--- src/rrps_pkg.sv ---
// ----------------------------------------------------------------------------
// Round-robin process scheduler package
// Shared codes, the table entry layout and the request and response words.
// ----------------------------------------------------------------------------
`default_nettype none

package rrps_pkg;

   localparam int TABLE_SLOTS_DEF = 16;

   localparam int OP_W     = 3;
   localparam int WORD_W   = 32;
   localparam int PID_W    = 16;
   localparam int WAIT_W   = 17;
   localparam int STATE_W  = 2;
   localparam int STATUS_W = 2;
   localparam int OSLOT_W  = 4;

   localparam logic [OP_W-1:0] OP_ADD      = 3'd0;
   localparam logic [OP_W-1:0] OP_TICK     = 3'd1;
   localparam logic [OP_W-1:0] OP_BLOCK    = 3'd2;
   localparam logic [OP_W-1:0] OP_WAKE     = 3'd3;
   localparam logic [OP_W-1:0] OP_FIND     = 3'd4;
   localparam logic [OP_W-1:0] OP_NEXT_PID = 3'd5;

   localparam logic [STATE_W-1:0] ST_READY   = 2'd0;
   localparam logic [STATE_W-1:0] ST_RUNNING = 2'd1;
   localparam logic [STATE_W-1:0] ST_BLOCKED = 2'd2;

   localparam logic [WAIT_W-1:0] WAIT_NONE = 17'h1FFFF;
   localparam logic [PID_W-1:0]  PID_MAX   = 16'hFFFF;

   localparam logic [STATUS_W-1:0] STATUS_OK       = 2'd0;
   localparam logic [STATUS_W-1:0] STATUS_FULL     = 2'd1;
   localparam logic [STATUS_W-1:0] STATUS_NO_READY = 2'd2;

   typedef struct packed {
      logic [STATE_W-1:0] state;
      logic [WORD_W-1:0]  stack;
      logic [PID_W-1:0]   pid;
      logic [WAIT_W-1:0]  wait_on;
      logic [WORD_W-1:0]  dir;
      logic [WORD_W-1:0]  kstack;
   } entry_type;

   typedef struct packed {
      logic [OP_W-1:0]   operation;
      logic [WORD_W-1:0] stack_value;
      logic [PID_W-1:0]  proc_id;
      logic [WORD_W-1:0] dir_base;
      logic [WORD_W-1:0] kstack_base;
   } req_word_type;

   typedef struct packed {
      logic [WORD_W-1:0]   result_stack;
      logic [WORD_W-1:0]   dir_load;
      logic [WORD_W-1:0]   kstack_load;
      logic [OSLOT_W-1:0]  active_slot;
      logic                active_valid;
      logic [OSLOT_W-1:0]  match_slot;
      logic                match_valid;
      logic [PID_W-1:0]    fresh_pid;
      logic [STATUS_W-1:0] status;
   } rsp_word_type;

endpackage

`default_nettype wire

--- src/rrps_if.sv ---
// ----------------------------------------------------------------------------
// Round-robin process scheduler channels
// Request and response channels with valid/ready handshake and payload.
// ----------------------------------------------------------------------------
`default_nettype none

interface rrps_req_if;
   import rrps_pkg::*;

   logic              valid;
   logic              ready;
   logic [OP_W-1:0]   operation;
   logic [WORD_W-1:0] stack_value;
   logic [PID_W-1:0]  proc_id;
   logic [WORD_W-1:0] dir_base;
   logic [WORD_W-1:0] kstack_base;

   modport source (
      output valid, operation, stack_value, proc_id, dir_base, kstack_base,
      input  ready
   );
   modport sink (
      input  valid, operation, stack_value, proc_id, dir_base, kstack_base,
      output ready
   );
endinterface

interface rrps_rsp_if;
   import rrps_pkg::*;

   logic                valid;
   logic                ready;
   logic [WORD_W-1:0]   result_stack;
   logic [WORD_W-1:0]   dir_load;
   logic [WORD_W-1:0]   kstack_load;
   logic [OSLOT_W-1:0]  active_slot;
   logic                active_valid;
   logic [OSLOT_W-1:0]  match_slot;
   logic                match_valid;
   logic [PID_W-1:0]    fresh_pid;
   logic [STATUS_W-1:0] status;

   modport source (
      output valid, result_stack, dir_load, kstack_load, active_slot, active_valid,
             match_slot, match_valid, fresh_pid, status,
      input  ready
   );
   modport sink (
      input  valid, result_stack, dir_load, kstack_load, active_slot, active_valid,
             match_slot, match_valid, fresh_pid, status,
      output ready
   );
endinterface

`default_nettype wire

--- src/rrps_table.sv ---
// ----------------------------------------------------------------------------
// Process table memory
// One write port and one read port with registered read data.
// ----------------------------------------------------------------------------
`default_nettype none

module rrps_table #(
   parameter int  TABLE_SLOTS = rrps_pkg::TABLE_SLOTS_DEF,
   localparam int SLOT_W      = (TABLE_SLOTS > 1) ? $clog2(TABLE_SLOTS) : 1
) (
   input  logic                 clock,
   input  logic                 wr_en,
   input  logic [SLOT_W-1:0]    wr_addr,
   input  rrps_pkg::entry_type  wr_data,
   input  logic [SLOT_W-1:0]    rd_addr,
   output rrps_pkg::entry_type  rd_data
);
   import rrps_pkg::*;

   entry_type mem [TABLE_SLOTS];
   entry_type rd_data_ff;

   always_ff @(posedge clock) begin
      if (wr_en) begin
         mem[wr_addr] <= wr_data;
      end
   end

   always_ff @(posedge clock) begin
      rd_data_ff <= mem[rd_addr];
   end

   assign rd_data = rd_data_ff;

endmodule

`default_nettype wire

--- src/rrps_seq.sv ---
// ----------------------------------------------------------------------------
// Scheduler sequencer
// Walks the process table one slot per clock and applies each operation.
// ----------------------------------------------------------------------------
`default_nettype none

module rrps_seq #(
   parameter int  TABLE_SLOTS = rrps_pkg::TABLE_SLOTS_DEF,
   localparam int SLOT_W      = (TABLE_SLOTS > 1) ? $clog2(TABLE_SLOTS) : 1
) (
   input  logic                   clock,
   input  logic                   reset,
   input  logic                   req_valid,
   output logic                   req_ready,
   input  rrps_pkg::req_word_type req_word,
   input  logic                   out_free,
   output logic                   out_load,
   output rrps_pkg::rsp_word_type out_word,
   output logic                   mem_wr_en,
   output logic [SLOT_W-1:0]      mem_wr_addr,
   output rrps_pkg::entry_type    mem_wr_data,
   output logic [SLOT_W-1:0]      mem_rd_addr,
   input  rrps_pkg::entry_type    mem_rd_data
);
   import rrps_pkg::*;

   localparam int CNT_W = $clog2(TABLE_SLOTS + 1);
   localparam int EXT_W = SLOT_W + OSLOT_W;

   localparam logic [2:0] S_IDLE  = 3'd0;
   localparam logic [2:0] S_START = 3'd1;
   localparam logic [2:0] S_ADD   = 3'd2;
   localparam logic [2:0] S_CUR   = 3'd3;
   localparam logic [2:0] S_SCAN  = 3'd4;
   localparam logic [2:0] S_RESP  = 3'd5;

   logic [2:0]        state_ff, state_in;
   req_word_type      req_ff, req_in;
   logic [CNT_W-1:0]  count_ff, count_in;
   logic [SLOT_W-1:0] cur_ff, cur_in;
   logic              cur_valid_ff, cur_valid_in;
   logic [SLOT_W-1:0] iss_idx_ff, iss_idx_in;
   logic [CNT_W-1:0]  iss_left_ff, iss_left_in;
   logic              pend_ff, pend_in;
   logic [SLOT_W-1:0] pend_idx_ff, pend_idx_in;
   rsp_word_type      res_ff, res_in;
   logic [PID_W-1:0]  max_ff, max_in;

   logic [SLOT_W-1:0] iss_next;
   logic [SLOT_W-1:0] cur_succ;
   logic [EXT_W-1:0]  cur_ext;
   logic [EXT_W-1:0]  pend_ext;
   logic [PID_W-1:0]  fresh;
   logic              is_full;

   assign iss_next = ((CNT_W'(iss_idx_ff) + CNT_W'(1)) == count_ff) ? '0
                     : iss_idx_ff + SLOT_W'(1);
   assign cur_succ = ((CNT_W'(cur_ff) + CNT_W'(1)) == count_ff) ? '0
                     : cur_ff + SLOT_W'(1);
   assign cur_ext  = EXT_W'(cur_ff);
   assign pend_ext = EXT_W'(pend_idx_ff);
   assign fresh    = (max_ff == PID_MAX) ? PID_MAX : max_ff + PID_W'(1);
   assign is_full  = (count_ff == CNT_W'(TABLE_SLOTS));

   always_comb begin
      state_in     = state_ff;
      req_in       = req_ff;
      count_in     = count_ff;
      cur_in       = cur_ff;
      cur_valid_in = cur_valid_ff;
      iss_idx_in   = iss_idx_ff;
      iss_left_in  = iss_left_ff;
      pend_in      = pend_ff;
      pend_idx_in  = pend_idx_ff;
      res_in       = res_ff;
      max_in       = max_ff;
      mem_wr_en    = 1'b0;
      mem_wr_addr  = pend_idx_ff;
      mem_wr_data  = mem_rd_data;
      mem_rd_addr  = iss_idx_ff;
      out_load     = 1'b0;
      req_ready    = (state_ff == S_IDLE);

      unique case (state_ff)
         S_IDLE: begin
            if (req_valid) begin
               req_in   = req_word;
               state_in = S_START;
            end
         end
         S_START: begin
            res_in      = '0;
            max_in      = '0;
            pend_in     = 1'b0;
            mem_rd_addr = cur_ff;
            iss_idx_in  = '0;
            iss_left_in = count_ff;
            unique case (req_ff.operation) inside
               OP_ADD: begin
                  state_in = S_ADD;
               end
               OP_TICK: begin
                  state_in = cur_valid_ff ? S_CUR : S_SCAN;
               end
               OP_BLOCK: begin
                  state_in = cur_valid_ff ? S_CUR : S_RESP;
               end
               OP_WAKE, OP_FIND, OP_NEXT_PID: begin
                  state_in = S_SCAN;
               end
               default: begin
                  state_in = S_RESP;
               end
            endcase
         end
         S_ADD: begin
            if (is_full) begin
               res_in.status = STATUS_FULL;
            end else begin
               mem_wr_en           = 1'b1;
               mem_wr_addr         = count_ff[SLOT_W-1:0];
               mem_wr_data.state   = ST_READY;
               mem_wr_data.stack   = req_ff.stack_value;
               mem_wr_data.pid     = req_ff.proc_id;
               mem_wr_data.wait_on = WAIT_NONE;
               mem_wr_data.dir     = req_ff.dir_base;
               mem_wr_data.kstack  = req_ff.kstack_base;
               count_in            = count_ff + CNT_W'(1);
            end
            state_in = S_RESP;
         end
         S_CUR: begin
            mem_wr_addr = cur_ff;
            if (mem_rd_data.state == ST_RUNNING) begin
               mem_wr_en = 1'b1;
               if (req_ff.operation == OP_TICK) begin
                  mem_wr_data.state = ST_READY;
                  mem_wr_data.stack = req_ff.stack_value;
               end else begin
                  mem_wr_data.state   = ST_BLOCKED;
                  mem_wr_data.wait_on = {1'b0, req_ff.proc_id};
               end
            end
            if (req_ff.operation == OP_TICK) begin
               iss_idx_in = cur_succ;
               state_in   = S_SCAN;
            end else begin
               state_in = S_RESP;
            end
         end
         S_SCAN: begin
            if (iss_left_ff != '0) begin
               pend_in     = 1'b1;
               pend_idx_in = iss_idx_ff;
               iss_idx_in  = iss_next;
               iss_left_in = iss_left_ff - CNT_W'(1);
            end else begin
               pend_in = 1'b0;
            end
            if (pend_ff) begin
               unique case (req_ff.operation)
                  OP_TICK: begin
                     if (mem_rd_data.state == ST_READY) begin
                        mem_wr_en           = 1'b1;
                        mem_wr_data.state   = ST_RUNNING;
                        res_in.result_stack = (cur_valid_ff && pend_idx_ff == cur_ff)
                                              ? req_ff.stack_value : mem_rd_data.stack;
                        res_in.dir_load     = mem_rd_data.dir;
                        res_in.kstack_load  = mem_rd_data.kstack;
                        cur_in              = pend_idx_ff;
                        cur_valid_in        = 1'b1;
                        pend_in             = 1'b0;
                        state_in            = S_RESP;
                     end
                  end
                  OP_WAKE: begin
                     if (mem_rd_data.state == ST_BLOCKED &&
                         mem_rd_data.wait_on == {1'b0, req_ff.proc_id}) begin
                        mem_wr_en           = 1'b1;
                        mem_wr_data.state   = ST_READY;
                        mem_wr_data.wait_on = WAIT_NONE;
                     end
                  end
                  OP_FIND: begin
                     if (mem_rd_data.pid == req_ff.proc_id) begin
                        res_in.match_slot  = pend_ext[OSLOT_W-1:0];
                        res_in.match_valid = 1'b1;
                        pend_in            = 1'b0;
                        state_in           = S_RESP;
                     end
                  end
                  OP_NEXT_PID: begin
                     if (mem_rd_data.pid > max_ff) begin
                        max_in = mem_rd_data.pid;
                     end
                  end
                  default: begin
                  end
               endcase
            end else if (iss_left_ff == '0) begin
               if (req_ff.operation == OP_TICK) begin
                  res_in.result_stack = req_ff.stack_value;
                  res_in.status       = STATUS_NO_READY;
               end
               state_in = S_RESP;
            end
         end
         S_RESP: begin
            if (out_free) begin
               out_load = 1'b1;
               state_in = S_IDLE;
            end
         end
         default: begin
            state_in = S_IDLE;
         end
      endcase
   end

   always_comb begin
      out_word              = res_ff;
      out_word.active_slot  = cur_valid_ff ? cur_ext[OSLOT_W-1:0] : '0;
      out_word.active_valid = cur_valid_ff;
      out_word.fresh_pid    = (req_ff.operation == OP_NEXT_PID) ? fresh : '0;
   end

   always_ff @(posedge clock) begin
      if (reset) begin
         state_ff     <= S_IDLE;
         count_ff     <= '0;
         cur_valid_ff <= 1'b0;
         cur_ff       <= '0;
         pend_ff      <= 1'b0;
         iss_left_ff  <= '0;
      end else begin
         state_ff     <= state_in;
         count_ff     <= count_in;
         cur_valid_ff <= cur_valid_in;
         cur_ff       <= cur_in;
         pend_ff      <= pend_in;
         iss_left_ff  <= iss_left_in;
      end
   end

   always_ff @(posedge clock) begin
      req_ff      <= req_in;
      iss_idx_ff  <= iss_idx_in;
      pend_idx_ff <= pend_idx_in;
      res_ff      <= res_in;
      max_ff      <= max_in;
   end

   a_count_bound: assert property (@(posedge clock) disable iff (reset)
      count_ff <= CNT_W'(TABLE_SLOTS))
      else $error("entry count beyond table size");

   a_cur_in_table: assert property (@(posedge clock) disable iff (reset)
      cur_valid_ff |-> (CNT_W'(cur_ff) < count_ff))
      else $error("current slot outside filled table");

   a_pend_in_table: assert property (@(posedge clock) disable iff (reset)
      pend_ff |-> (CNT_W'(pend_idx_ff) < count_ff))
      else $error("scan read outside filled table");

   a_write_in_table: assert property (@(posedge clock) disable iff (reset)
      mem_wr_en |-> ((CNT_W'(mem_wr_addr) < count_ff) || (state_ff == S_ADD)))
      else $error("table write outside filled table");

   a_add_grows: assert property (@(posedge clock) disable iff (reset)
      (state_ff == S_ADD && !is_full) |=> (count_ff == $past(count_ff) + CNT_W'(1)))
      else $error("add did not advance entry count");

endmodule

`default_nettype wire

--- src/round_robin_process_scheduler.sv ---
// ----------------------------------------------------------------------------
// Round-robin process scheduler
// Process table with add, tick, block, wake, find and next-pid operations.
// ----------------------------------------------------------------------------
// One request word is taken at a time and answered with exactly one response
// word. Add passes through the start, add and response states; block passes
// through the start state, the current-slot state when a current slot is
// held, and the response state. Tick, wake, find and next pid walk the
// filled part of the table one slot per clock through the single read port
// of the table memory (find and tick stop at the first hit). A new request
// is taken once the previous response is loaded, even while it still waits.
// There is no clearing pass after reset: only filled slot data is ever used.
// ----------------------------------------------------------------------------
`default_nettype none

module round_robin_process_scheduler #(
   parameter int TABLE_SLOTS = rrps_pkg::TABLE_SLOTS_DEF
) (
   input  logic       clock,
   input  logic       reset,
   rrps_req_if.sink   req_ch,
   rrps_rsp_if.source rsp_ch
);
   import rrps_pkg::*;

   localparam int SLOT_W = (TABLE_SLOTS > 1) ? $clog2(TABLE_SLOTS) : 1;

   req_word_type      req_word;
   rsp_word_type      out_word;
   logic              out_load;
   logic              out_free;
   logic              seq_ready;
   logic              mem_wr_en;
   logic [SLOT_W-1:0] mem_wr_addr;
   entry_type         mem_wr_data;
   logic [SLOT_W-1:0] mem_rd_addr;
   entry_type         mem_rd_data;

   logic              rsp_valid_ff, rsp_valid_in;
   rsp_word_type      rsp_word_ff, rsp_word_in;

   assign req_word.operation   = req_ch.operation;
   assign req_word.stack_value = req_ch.stack_value;
   assign req_word.proc_id     = req_ch.proc_id;
   assign req_word.dir_base    = req_ch.dir_base;
   assign req_word.kstack_base = req_ch.kstack_base;
   assign req_ch.ready         = seq_ready;

   rrps_seq #(
      .TABLE_SLOTS (TABLE_SLOTS)
   ) u_seq (
      .clock       (clock),
      .reset       (reset),
      .req_valid   (req_ch.valid),
      .req_ready   (seq_ready),
      .req_word    (req_word),
      .out_free    (out_free),
      .out_load    (out_load),
      .out_word    (out_word),
      .mem_wr_en   (mem_wr_en),
      .mem_wr_addr (mem_wr_addr),
      .mem_wr_data (mem_wr_data),
      .mem_rd_addr (mem_rd_addr),
      .mem_rd_data (mem_rd_data)
   );

   rrps_table #(
      .TABLE_SLOTS (TABLE_SLOTS)
   ) u_table (
      .clock   (clock),
      .wr_en   (mem_wr_en),
      .wr_addr (mem_wr_addr),
      .wr_data (mem_wr_data),
      .rd_addr (mem_rd_addr),
      .rd_data (mem_rd_data)
   );

   assign out_free = !rsp_valid_ff || rsp_ch.ready;

   always_comb begin
      rsp_valid_in = rsp_valid_ff;
      rsp_word_in  = rsp_word_ff;
      if (out_load) begin
         rsp_valid_in = 1'b1;
         rsp_word_in  = out_word;
      end else if (rsp_ch.ready) begin
         rsp_valid_in = 1'b0;
      end
   end

   always_ff @(posedge clock) begin
      if (reset) begin
         rsp_valid_ff <= 1'b0;
      end else begin
         rsp_valid_ff <= rsp_valid_in;
      end
   end

   always_ff @(posedge clock) begin
      rsp_word_ff <= rsp_word_in;
   end

   assign rsp_ch.valid        = rsp_valid_ff;
   assign rsp_ch.result_stack = rsp_word_ff.result_stack;
   assign rsp_ch.dir_load     = rsp_word_ff.dir_load;
   assign rsp_ch.kstack_load  = rsp_word_ff.kstack_load;
   assign rsp_ch.active_slot  = rsp_word_ff.active_slot;
   assign rsp_ch.active_valid = rsp_word_ff.active_valid;
   assign rsp_ch.match_slot   = rsp_word_ff.match_slot;
   assign rsp_ch.match_valid  = rsp_word_ff.match_valid;
   assign rsp_ch.fresh_pid    = rsp_word_ff.fresh_pid;
   assign rsp_ch.status       = rsp_word_ff.status;

endmodule

`default_nettype wire
--- src/flat_wrapper.sv ---
// flat-port wrapper written by rule: the top's interface ports become plain ports
module round_robin_process_scheduler_flat import rrps_pkg::*;
#(
   parameter int TABLE_SLOTS = rrps_pkg::TABLE_SLOTS_DEF
)
  (clock, reset, req_ch_valid, req_ch_operation, req_ch_stack_value, req_ch_proc_id, req_ch_dir_base, req_ch_kstack_base, req_ch_ready, rsp_ch_valid, rsp_ch_result_stack, rsp_ch_dir_load, rsp_ch_kstack_load, rsp_ch_active_slot, rsp_ch_active_valid, rsp_ch_match_slot, rsp_ch_match_valid, rsp_ch_fresh_pid, rsp_ch_status, rsp_ch_ready);
  rrps_req_if req_ch_i ();
  rrps_rsp_if rsp_ch_i ();
  input  logic clock;
  input  logic reset;
  input wire logic [$bits(req_ch_i.valid)-1:0] req_ch_valid;
  input wire logic [$bits(req_ch_i.operation)-1:0] req_ch_operation;
  input wire logic [$bits(req_ch_i.stack_value)-1:0] req_ch_stack_value;
  input wire logic [$bits(req_ch_i.proc_id)-1:0] req_ch_proc_id;
  input wire logic [$bits(req_ch_i.dir_base)-1:0] req_ch_dir_base;
  input wire logic [$bits(req_ch_i.kstack_base)-1:0] req_ch_kstack_base;
  output wire logic [$bits(req_ch_i.ready)-1:0] req_ch_ready;
  output wire logic [$bits(rsp_ch_i.valid)-1:0] rsp_ch_valid;
  output wire logic [$bits(rsp_ch_i.result_stack)-1:0] rsp_ch_result_stack;
  output wire logic [$bits(rsp_ch_i.dir_load)-1:0] rsp_ch_dir_load;
  output wire logic [$bits(rsp_ch_i.kstack_load)-1:0] rsp_ch_kstack_load;
  output wire logic [$bits(rsp_ch_i.active_slot)-1:0] rsp_ch_active_slot;
  output wire logic [$bits(rsp_ch_i.active_valid)-1:0] rsp_ch_active_valid;
  output wire logic [$bits(rsp_ch_i.match_slot)-1:0] rsp_ch_match_slot;
  output wire logic [$bits(rsp_ch_i.match_valid)-1:0] rsp_ch_match_valid;
  output wire logic [$bits(rsp_ch_i.fresh_pid)-1:0] rsp_ch_fresh_pid;
  output wire logic [$bits(rsp_ch_i.status)-1:0] rsp_ch_status;
  input wire logic [$bits(rsp_ch_i.ready)-1:0] rsp_ch_ready;
  assign req_ch_i.valid = req_ch_valid;
  assign req_ch_i.operation = req_ch_operation;
  assign req_ch_i.stack_value = req_ch_stack_value;
  assign req_ch_i.proc_id = req_ch_proc_id;
  assign req_ch_i.dir_base = req_ch_dir_base;
  assign req_ch_i.kstack_base = req_ch_kstack_base;
  assign req_ch_ready = req_ch_i.ready;
  assign rsp_ch_valid = rsp_ch_i.valid;
  assign rsp_ch_result_stack = rsp_ch_i.result_stack;
  assign rsp_ch_dir_load = rsp_ch_i.dir_load;
  assign rsp_ch_kstack_load = rsp_ch_i.kstack_load;
  assign rsp_ch_active_slot = rsp_ch_i.active_slot;
  assign rsp_ch_active_valid = rsp_ch_i.active_valid;
  assign rsp_ch_match_slot = rsp_ch_i.match_slot;
  assign rsp_ch_match_valid = rsp_ch_i.match_valid;
  assign rsp_ch_fresh_pid = rsp_ch_i.fresh_pid;
  assign rsp_ch_status = rsp_ch_i.status;
  assign rsp_ch_i.ready = rsp_ch_ready;
  round_robin_process_scheduler #(.TABLE_SLOTS(TABLE_SLOTS)) u_core (.clock(clock), .reset(reset), .req_ch(req_ch_i), .rsp_ch(rsp_ch_i));
endmodule
--- config.mk ---
export PLATFORM = sky130hd
export DESIGN_NAME = round_robin_process_scheduler_flat
export DESIGN_NICKNAME = d
export VERILOG_FILES = /design/src/rrps_pkg.sv /design/src/rrps_if.sv /design/src/rrps_table.sv /design/src/rrps_seq.sv /design/src/round_robin_process_scheduler.sv /design/src/flat_wrapper.sv
export SDC_FILE = /design/constraint.sdc
export NUM_CORES = 2
export LEC_CHECK = 0
export ABC_CLOCK_PERIOD_IN_PS = 11360
export BUFFER_PORTS_ARGS = -buffer_cell sky130_fd_sc_hd__buf_2
export CORE_MARGIN = 4
export CORE_UTILIZATION = 56
export DETAILED_ROUTE_END_ITERATION = 8
export PLACE_DENSITY_LB_ADDON = 0.1
export SETUP_SLACK_MARGIN = 0.05
export SLEW_MARGIN = 20
export SYNTH_ARGS = -nofsm -noshare
export SYNTH_HDL_FRONTEND = slang
export SYNTH_HIERARCHICAL = 1
export SYNTH_SLANG_ARGS = --single-unit
--- constraint.sdc ---
create_clock -name clock -period 11.36 [get_ports clock]
set_clock_uncertainty 0.1 [all_clocks]
set_input_delay 1.704 -clock clock [delete_from_list [all_inputs] [get_ports clock]]
set_output_delay 1.704 -clock clock [all_outputs]
set_load 0.03 [all_outputs]
== Word level (Yosys, flattened, before mapping) ==
Memory sizes are Yosys's and may differ from the RTL's. A register that Yosys moved wholly into a read port is not among the register bits.
Cells that the tools add are included.
Widths: inputs -> output; s select.

* Add/subtract/negate cells: 7
* Multiply operators: 0
* Divide/modulo/power cells: 0
* $lt $le $gt $ge: 1
* Equal/unequal tests: 38
* Shifts and indexed selects: 0
* Multiplexer cells: 81
* Bitwise operators: 1
* Reduce and logical (&&, ||, !) cells: 26

{| class="wikitable"
|+ Operators with widths
! operator !! count
|-
| $mux 96 || 2
|-
| $pmux 96 s2 || 1
|-
| $mux 32 || 5
|-
| $mux 131 || 1
|-
| $mux 64 || 2
|-
| $mux 17 || 5
|-
| $mux 16 || 5
|-
| $pmux 32 s2 || 1
|-
| $pmux 17 s3 || 1
|-
| $mux 34 || 1
|-
| $pmux 16 s2 || 1
|-
| $ne 2x2->1 const B || 13
|-
| $mux 3 || 8
|-
| $mux 4 || 6
|-
| $mux 5 || 4
|-
| $pmux 5 s2 || 2
|-
| $reduce_and 4->1 || 5
|-
| $pmux 3 s6 || 1
|-
| $eq 17x16->1 || 1
|-
| $add 16x1->16 const B || 1
|-
| $eq 16x16->1 || 1
|-
| $eq 16x16->1 const B || 1
|-
| $gt 16x16->1 || 1
|-
| $mux 1 || 16
|-
| other kinds (39) || 69
|}

* Flip-flop bits (word level): 386
* Bits in latches: 0
* Memory bits (writable): 2096
* Bits in read-only memories: 0
* Bits of input ports: 119
* Output and inout port bits: 126
* Logic and storage cells: 185
* Memories: 1

{| class="wikitable"
|+ Memories
! name !! depth !! bits a word !! rd ports !! clocked after memory_dff !! write ports !! line !! text
|-
| u_core.u_table.mem || 16 || 131 || 1 || 1 || 1 || rrps_table.sv:20 || <nowiki>entry_type mem [TABLE_SLOTS];</nowiki>
|}

== Depth between registers and ports, before layout ==
* Word-level depth: 8
* Mapped depth: 13
* Depth with buffers taken out: 8

== Cells and area by module ==
The synthesis kept the hierarchy.

{| class="wikitable"
|+ Modules (own cells, without submodules)
! module !! instances !! cells each !! area each (sq um) !! sequential area each (sq um)
|-
| rrps_table || 1 || 3419 || 81336.8 || 65562.9
|-
| rrps_seq || 1 || 1247 || 13037.5 || 7647.3
|-
| round_robin_process_scheduler || 1 || 128 || 3769.9 || 3743.6
|}

== Least setup slack after synthesis ==
No wires, ideal clock.

* Path kind: flip-flop to flip-flop
* From: register u_core.u_seq.count_ff[0]
* To: memory u_core/u_table/mem[0][0] (netlist name) (enable)
* Library setup time: 0.781 ns
* Arrival: 11.034 ns
* Required time: 10.479 ns
* Path slack: -0.556 ns
* Cell stages (with the launch flop): 11
* Path buffers: 2
* Clock period less this slack: 11.916 ns
* Cells stage by stage: dfxtp_1 -> clkbuf_1 -> inv_1 -> ha_1 -> and4bb_2 -> buf_2 -> nor3_2 -> a21oi_2 -> nand3_1 -> or3b_2 -> nor3_1

* Word-level cells in the longest chain between the ends: 5
* Elaborated cells between the ends (all ways): 7
* Those cells by class: eq/ne (1); mux (6)

{| class="wikitable"
|+ Ends and longest elaborated chain
! what !! line !! text
|-
| start: declaration || rrps_seq.sv:39 || <nowiki>logic [CNT_W-1:0] count_ff, count_in;</nowiki>
|-
| start signal: assignment || rrps_seq.sv:237 || <nowiki>count_ff <= count_in;</nowiki>
|-
| $eq 5x5->1 || rrps_seq.sv:63 || <nowiki>assign is_full = (count_ff == CNT_W'(TABLE_SLOTS));</nowiki>
|-
| $mux 1 || rrps_seq.sv:117 || <nowiki>if (is_full) begin</nowiki>
|-
| $pmux 1 s3 || rrps_seq.sv:84 || <nowiki>unique case (state_ff)</nowiki>
|-
| named net u_core.mem_wr_en || round_robin_process_scheduler.sv:33 || <nowiki>logic mem_wr_en;</nowiki>
|-
| $mux 1 || rrps_table.sv:24 || <nowiki>if (wr_en) begin</nowiki>
|-
| $mux 1 (implied by the code) || rrps_table.sv:25 || <nowiki>mem[wr_addr] <= wr_data;</nowiki>
|-
| end: declaration || rrps_table.sv:20 ||
|}

The timed path passes the listed nets, and every way through them passes these cells.

== Final worst setup path ==
* From: register u_core.u_seq.state_ff[0]
* To: memory u_core/u_table/mem[2][87] (netlist name) (enable)

* Word-level cells in the longest chain between the ends: 4
* Elaborated cells between the ends (all ways): 7
* Those cells by class: eq/ne (3); mux (4)

{| class="wikitable"
|+ Ends and longest elaborated chain
! what !! line !! text
|-
| start: declaration || rrps_seq.sv:37 || <nowiki>logic [2:0] state_ff, state_in;</nowiki>
|-
| start signal: assignment || rrps_seq.sv:236 || <nowiki>state_ff <= state_in;</nowiki>
|-
| $eq 3x3->1 or $eq 3x2->1 (tied branches) || rrps_seq.sv:84 ||
|-
| $pmux 1 s3 * || rrps_seq.sv:84 ||
|-
| named net u_core.mem_wr_en || round_robin_process_scheduler.sv:33 ||
|-
| $mux 1 * || rrps_table.sv:24 ||
|-
| $mux 1 (implied by the code) * || rrps_table.sv:25 ||
|}

Mark *: on every way through the listed nets, which the timed path passes. The rest lies on a longest branch.

==> results_dict.tcl <==
set metrics [dict create \
    status "complete, no violations" \
    dr.first_iter.drc_count 4507 \
    synthesis.area_um2 98100 \
    wl_per_cell_um 29.7 \
    power-per-cell-area_nw_per_um2 214 \
    finalWeightedCongestion 0.806 \
    async_flop_share_pct 0 \
    use_met2_pct 42.3 \
    grt_use_met3_pct 3.33 \
    fin_crit_sh_pct 54.3 \
    fin_crit_ns 6.17 \
    ir_drop_mv 0.140 \
    synth_area_leaders "edfxtp_1 (75%), mux4_2 (12%), dfxtp_1 (3.1%)" \
    routed_via_density 6.20 \
    drive_above_1_share_pct 24.0 \
    min_path_type "reg2reg" \
    firstDrtPassIters 6 \
    final.setup.tns_ns 0 \
    end_kind "flip-flop" \
    grt_max_degree 161 \
    worst_slack_ns 5.19 \
    preCtsSetupSlack_ns 5.18 \
    dp_hpwl_um 113000 \
    yosysTopAreaCellShare_pct 75.3 \
    regArea_um2 77000 \
    grt_busiest_layer "met2" \
    multiInputGateArea_um2 19900 \
    portBuffers 244 \
    synth.most_common_cell "edfxtp_1" \
    cp_slowest_cell "buf_4" \
    clk_pin_slew_ns 0.06 \
    chipHeight_um 427 \
    cts_hold_buffers 0 \
    crit_chain "or3b_2, clkinv_4, nand4_1, nand3_1, or3b_2, nor2_4, buf_4, buf_4" \
    synth_nets 4936 \
    max-cap-violations 0 \
    cts_setup_buffers 0 \
    grt_pass1_wl_um 335000 \
    hold_violations 0 \
    worst_slew_pin_slew_ns 1.11 \
    gr-total-overflow 0 \
    cts-root-buf "clkbuf_16" \
    cts_tree "built" \
    synth-seq-cells 2613 \
    final_nets 5306 \
    cts-resized-gates 0 \
    met1_usage_pct 36.1 \
    synthFlopType "edfxtp_1" \
    drc 0 \
    io_pins 245 \
    syn_inst 4794 \
    synth_edf_count 2462 \
    rrSetupSlack_ns 5.19 \
    ys_seq_area_share_pct 78.4 \
    design_area_um2 111000 \
    ant_nets 0 \
    cts_buffers 282 \
    grt_antenna_before_repair 3 \
    grt_setup_unrepaired "false" \
    grt.total_usage_pct 25.4 \
    yosys_warnings 6 \
    synthTopCellsByCount "edfxtp_1 (2,462), mux4_2 (508), nand2_1 (498), a22oi_1 (214), dfxtp_1 (151)" \
    rows 153 \
    worstSetupPathType "reg2reg" \
    cp_data_required_time_ns 11.77 \
    placed_cell_area_um2 102000 \
    cts_htree_levels 5 \
    insertion_delay_ns 0.90 \
    max_stage_delay_ns 0.82 \
    syn_avg_cell_area_um2 20.5 \
    vias 47700 \
    coreArea_um2 174000 \
    grt_pass1_vias 49000 \
    synth.largest_area_cell "edfxtp_1" \
    path_max_fanout 100 \
    setup_viol 0 \
    start_kind "flip-flop" \
    hold-worst-slack_ns 0.316 \
    finalMaxSlewViolations 0 \
    cts_sinks 2613 \
    syn_to_final_growth_pct 12.7 \
    start_util_pct 56.4 \
    slew_headroom_pct 26.0 \
    drt_wl_total_um 229000 \
    dieArea_um2 182000 \
    num-fill-cells 11800 \
    fp.dieW_um 427 \
    yosysUniqueCellTypes 77 \
    clockBufferDepth 4 \
    fmax_mhz 162 \
    p_leak_uw 0.0362 \
    worstPathArrival_ns 6.58 \
]
## registers in the layout, indices dropped and copies added (netlist names), 2 cells and up
register and flops:
u_core/u_table/mem 2096, u_core/u_table/rd_data 131, u_core/u_seq/req_ff 115, u_core/u_seq/out_word 103
u_core/rsp_ch.dir_load 32, u_core/rsp_ch.kstack_load 32, u_core/rsp_ch.result_stack 32, u_core/rsp_ch.fresh_pid 16
u_core/u_seq/max_ff 16, u_core/u_seq/count_ff 5, u_core/u_seq/iss_left_ff 5, u_core/rsp_ch.active_slot 4
u_core/rsp_ch.match_slot 4, u_core/u_seq/cur_ff 4, u_core/u_seq/iss_idx_ff 4, u_core/u_seq/pend_idx_ff 4
u_core/u_seq/state_ff 3, u_core/rsp_ch.status 2
## logic make-up after synthesis
| family | share of synthesized area (%) |
|---|---|
| AOI/OAI and AO/OA | 2.93 |
| xor gates and xnor gates | 0.544 |
| adders and majority gates | 0.293 |
| buffers and inverters | 1.61 |
| DFF | 78.4 |
| muxes | 12.5 |
| and+or+nand+nor | 3.75 |
## placed cells by master, fill, tap and decap left out, types with 9 or more instances in the layout
cell type | Yosys | layout
nor2b_1 | 25 | 22
clkinv_1 | 0 | 32
nor2_4 | 0 | 14
bufinv_16 | 0 | 12
xnor2_1 | 52 | 52
clkinv_2 | 0 | 35
dfxtp_1 | 151 | 151
clkbuf_16 | 0 | 291
nand3_2 | 9 | 9
a211oi_1 | 30 | 30
ha_1 | 23 | 23
mux4_2 | 508 | 508
a22oi_1 | 214 | 214
mux2i_1 | 78 | 78
a31oi_1 | 20 | 20
buf_2 | 83 | 244
buf_4 | 35 | 80
nand3_1 | 24 | 24
clkbuf_1 | 91 | 83
inv_1 | 32 | 32
edfxtp_1 | 2462 | 2462
a21oi_1 | 51 | 51
nor3_1 | 19 | 15
and2_1 | 94 | 92
buf_12 | 0 | 14
xor2_1 | 9 | 9
o21ai_1 | 31 | 24
nand4_1 | 17 | 17
o21ai_0 | 17 | 17
o22ai_1 | 19 | 19
clkbuf_8 | 0 | 21
nor2_1 | 81 | 67
nand2_1 | 498 | 492
## power by group
part           switching, µW  internal [µW]  leakage, µW
registers                259          11800       0.0236
clock network           3530           5100      0.00423
logic                   1980           1010      0.00835
total                   5770          17900       0.0362
## worst max-delay path, delay by kind of cell (launching register included)
family                 cells  cell delay (ns)
buffers and inverters      3             2.21
flip-flops                 1             0.55
AND/OR/NAND/NOR            5             2.81
## final cells by class
class | count | area share, %
tap | 2325 | 2.63
antenna | 1 | 0.00226
sequential | 2613 | 69.6
clock inverter | 92 | 0.690
inverter | 33 | 0.116
multi-input combinational | 1895 | 18.0
timing repair buffer | 339 | 1.92
clock buffer | 395 | 7.12
## per-stage QoR
stage	std cells	total power [µW]	util (%)
final	7693	23600	63.6
after floorplan	4794	14200	-
after global routing	7692	24600	63.6
after global placement	7204	15200	58.6
after detailed placement	7204	15300	58.6
after CTS	7691	23900	63.5
## path summary, 6_finish.rpt
kind,depth (start not counted),startpoint,to
min reg2reg,0,u_core/u_seq/out_word[44],u_core/rsp_ch.kstack_load[16]
max,8,u_core/u_seq/state_ff[0],u_core/u_table/mem[2][87]
min,0,u_core/u_seq/out_word[44],u_core/rsp_ch.kstack_load[16]
max reg2reg,8,u_core/u_seq/state_ff[0],u_core/u_table/mem[2][87]
## metal layers
metal	wire length [µm]	share of wire, %
met5	0	0
met4	6120	2.7
met3	13700	6.0
met2	115000	50
met1	94100	41
Note: power is estimated with default switching activity, not from simulation.
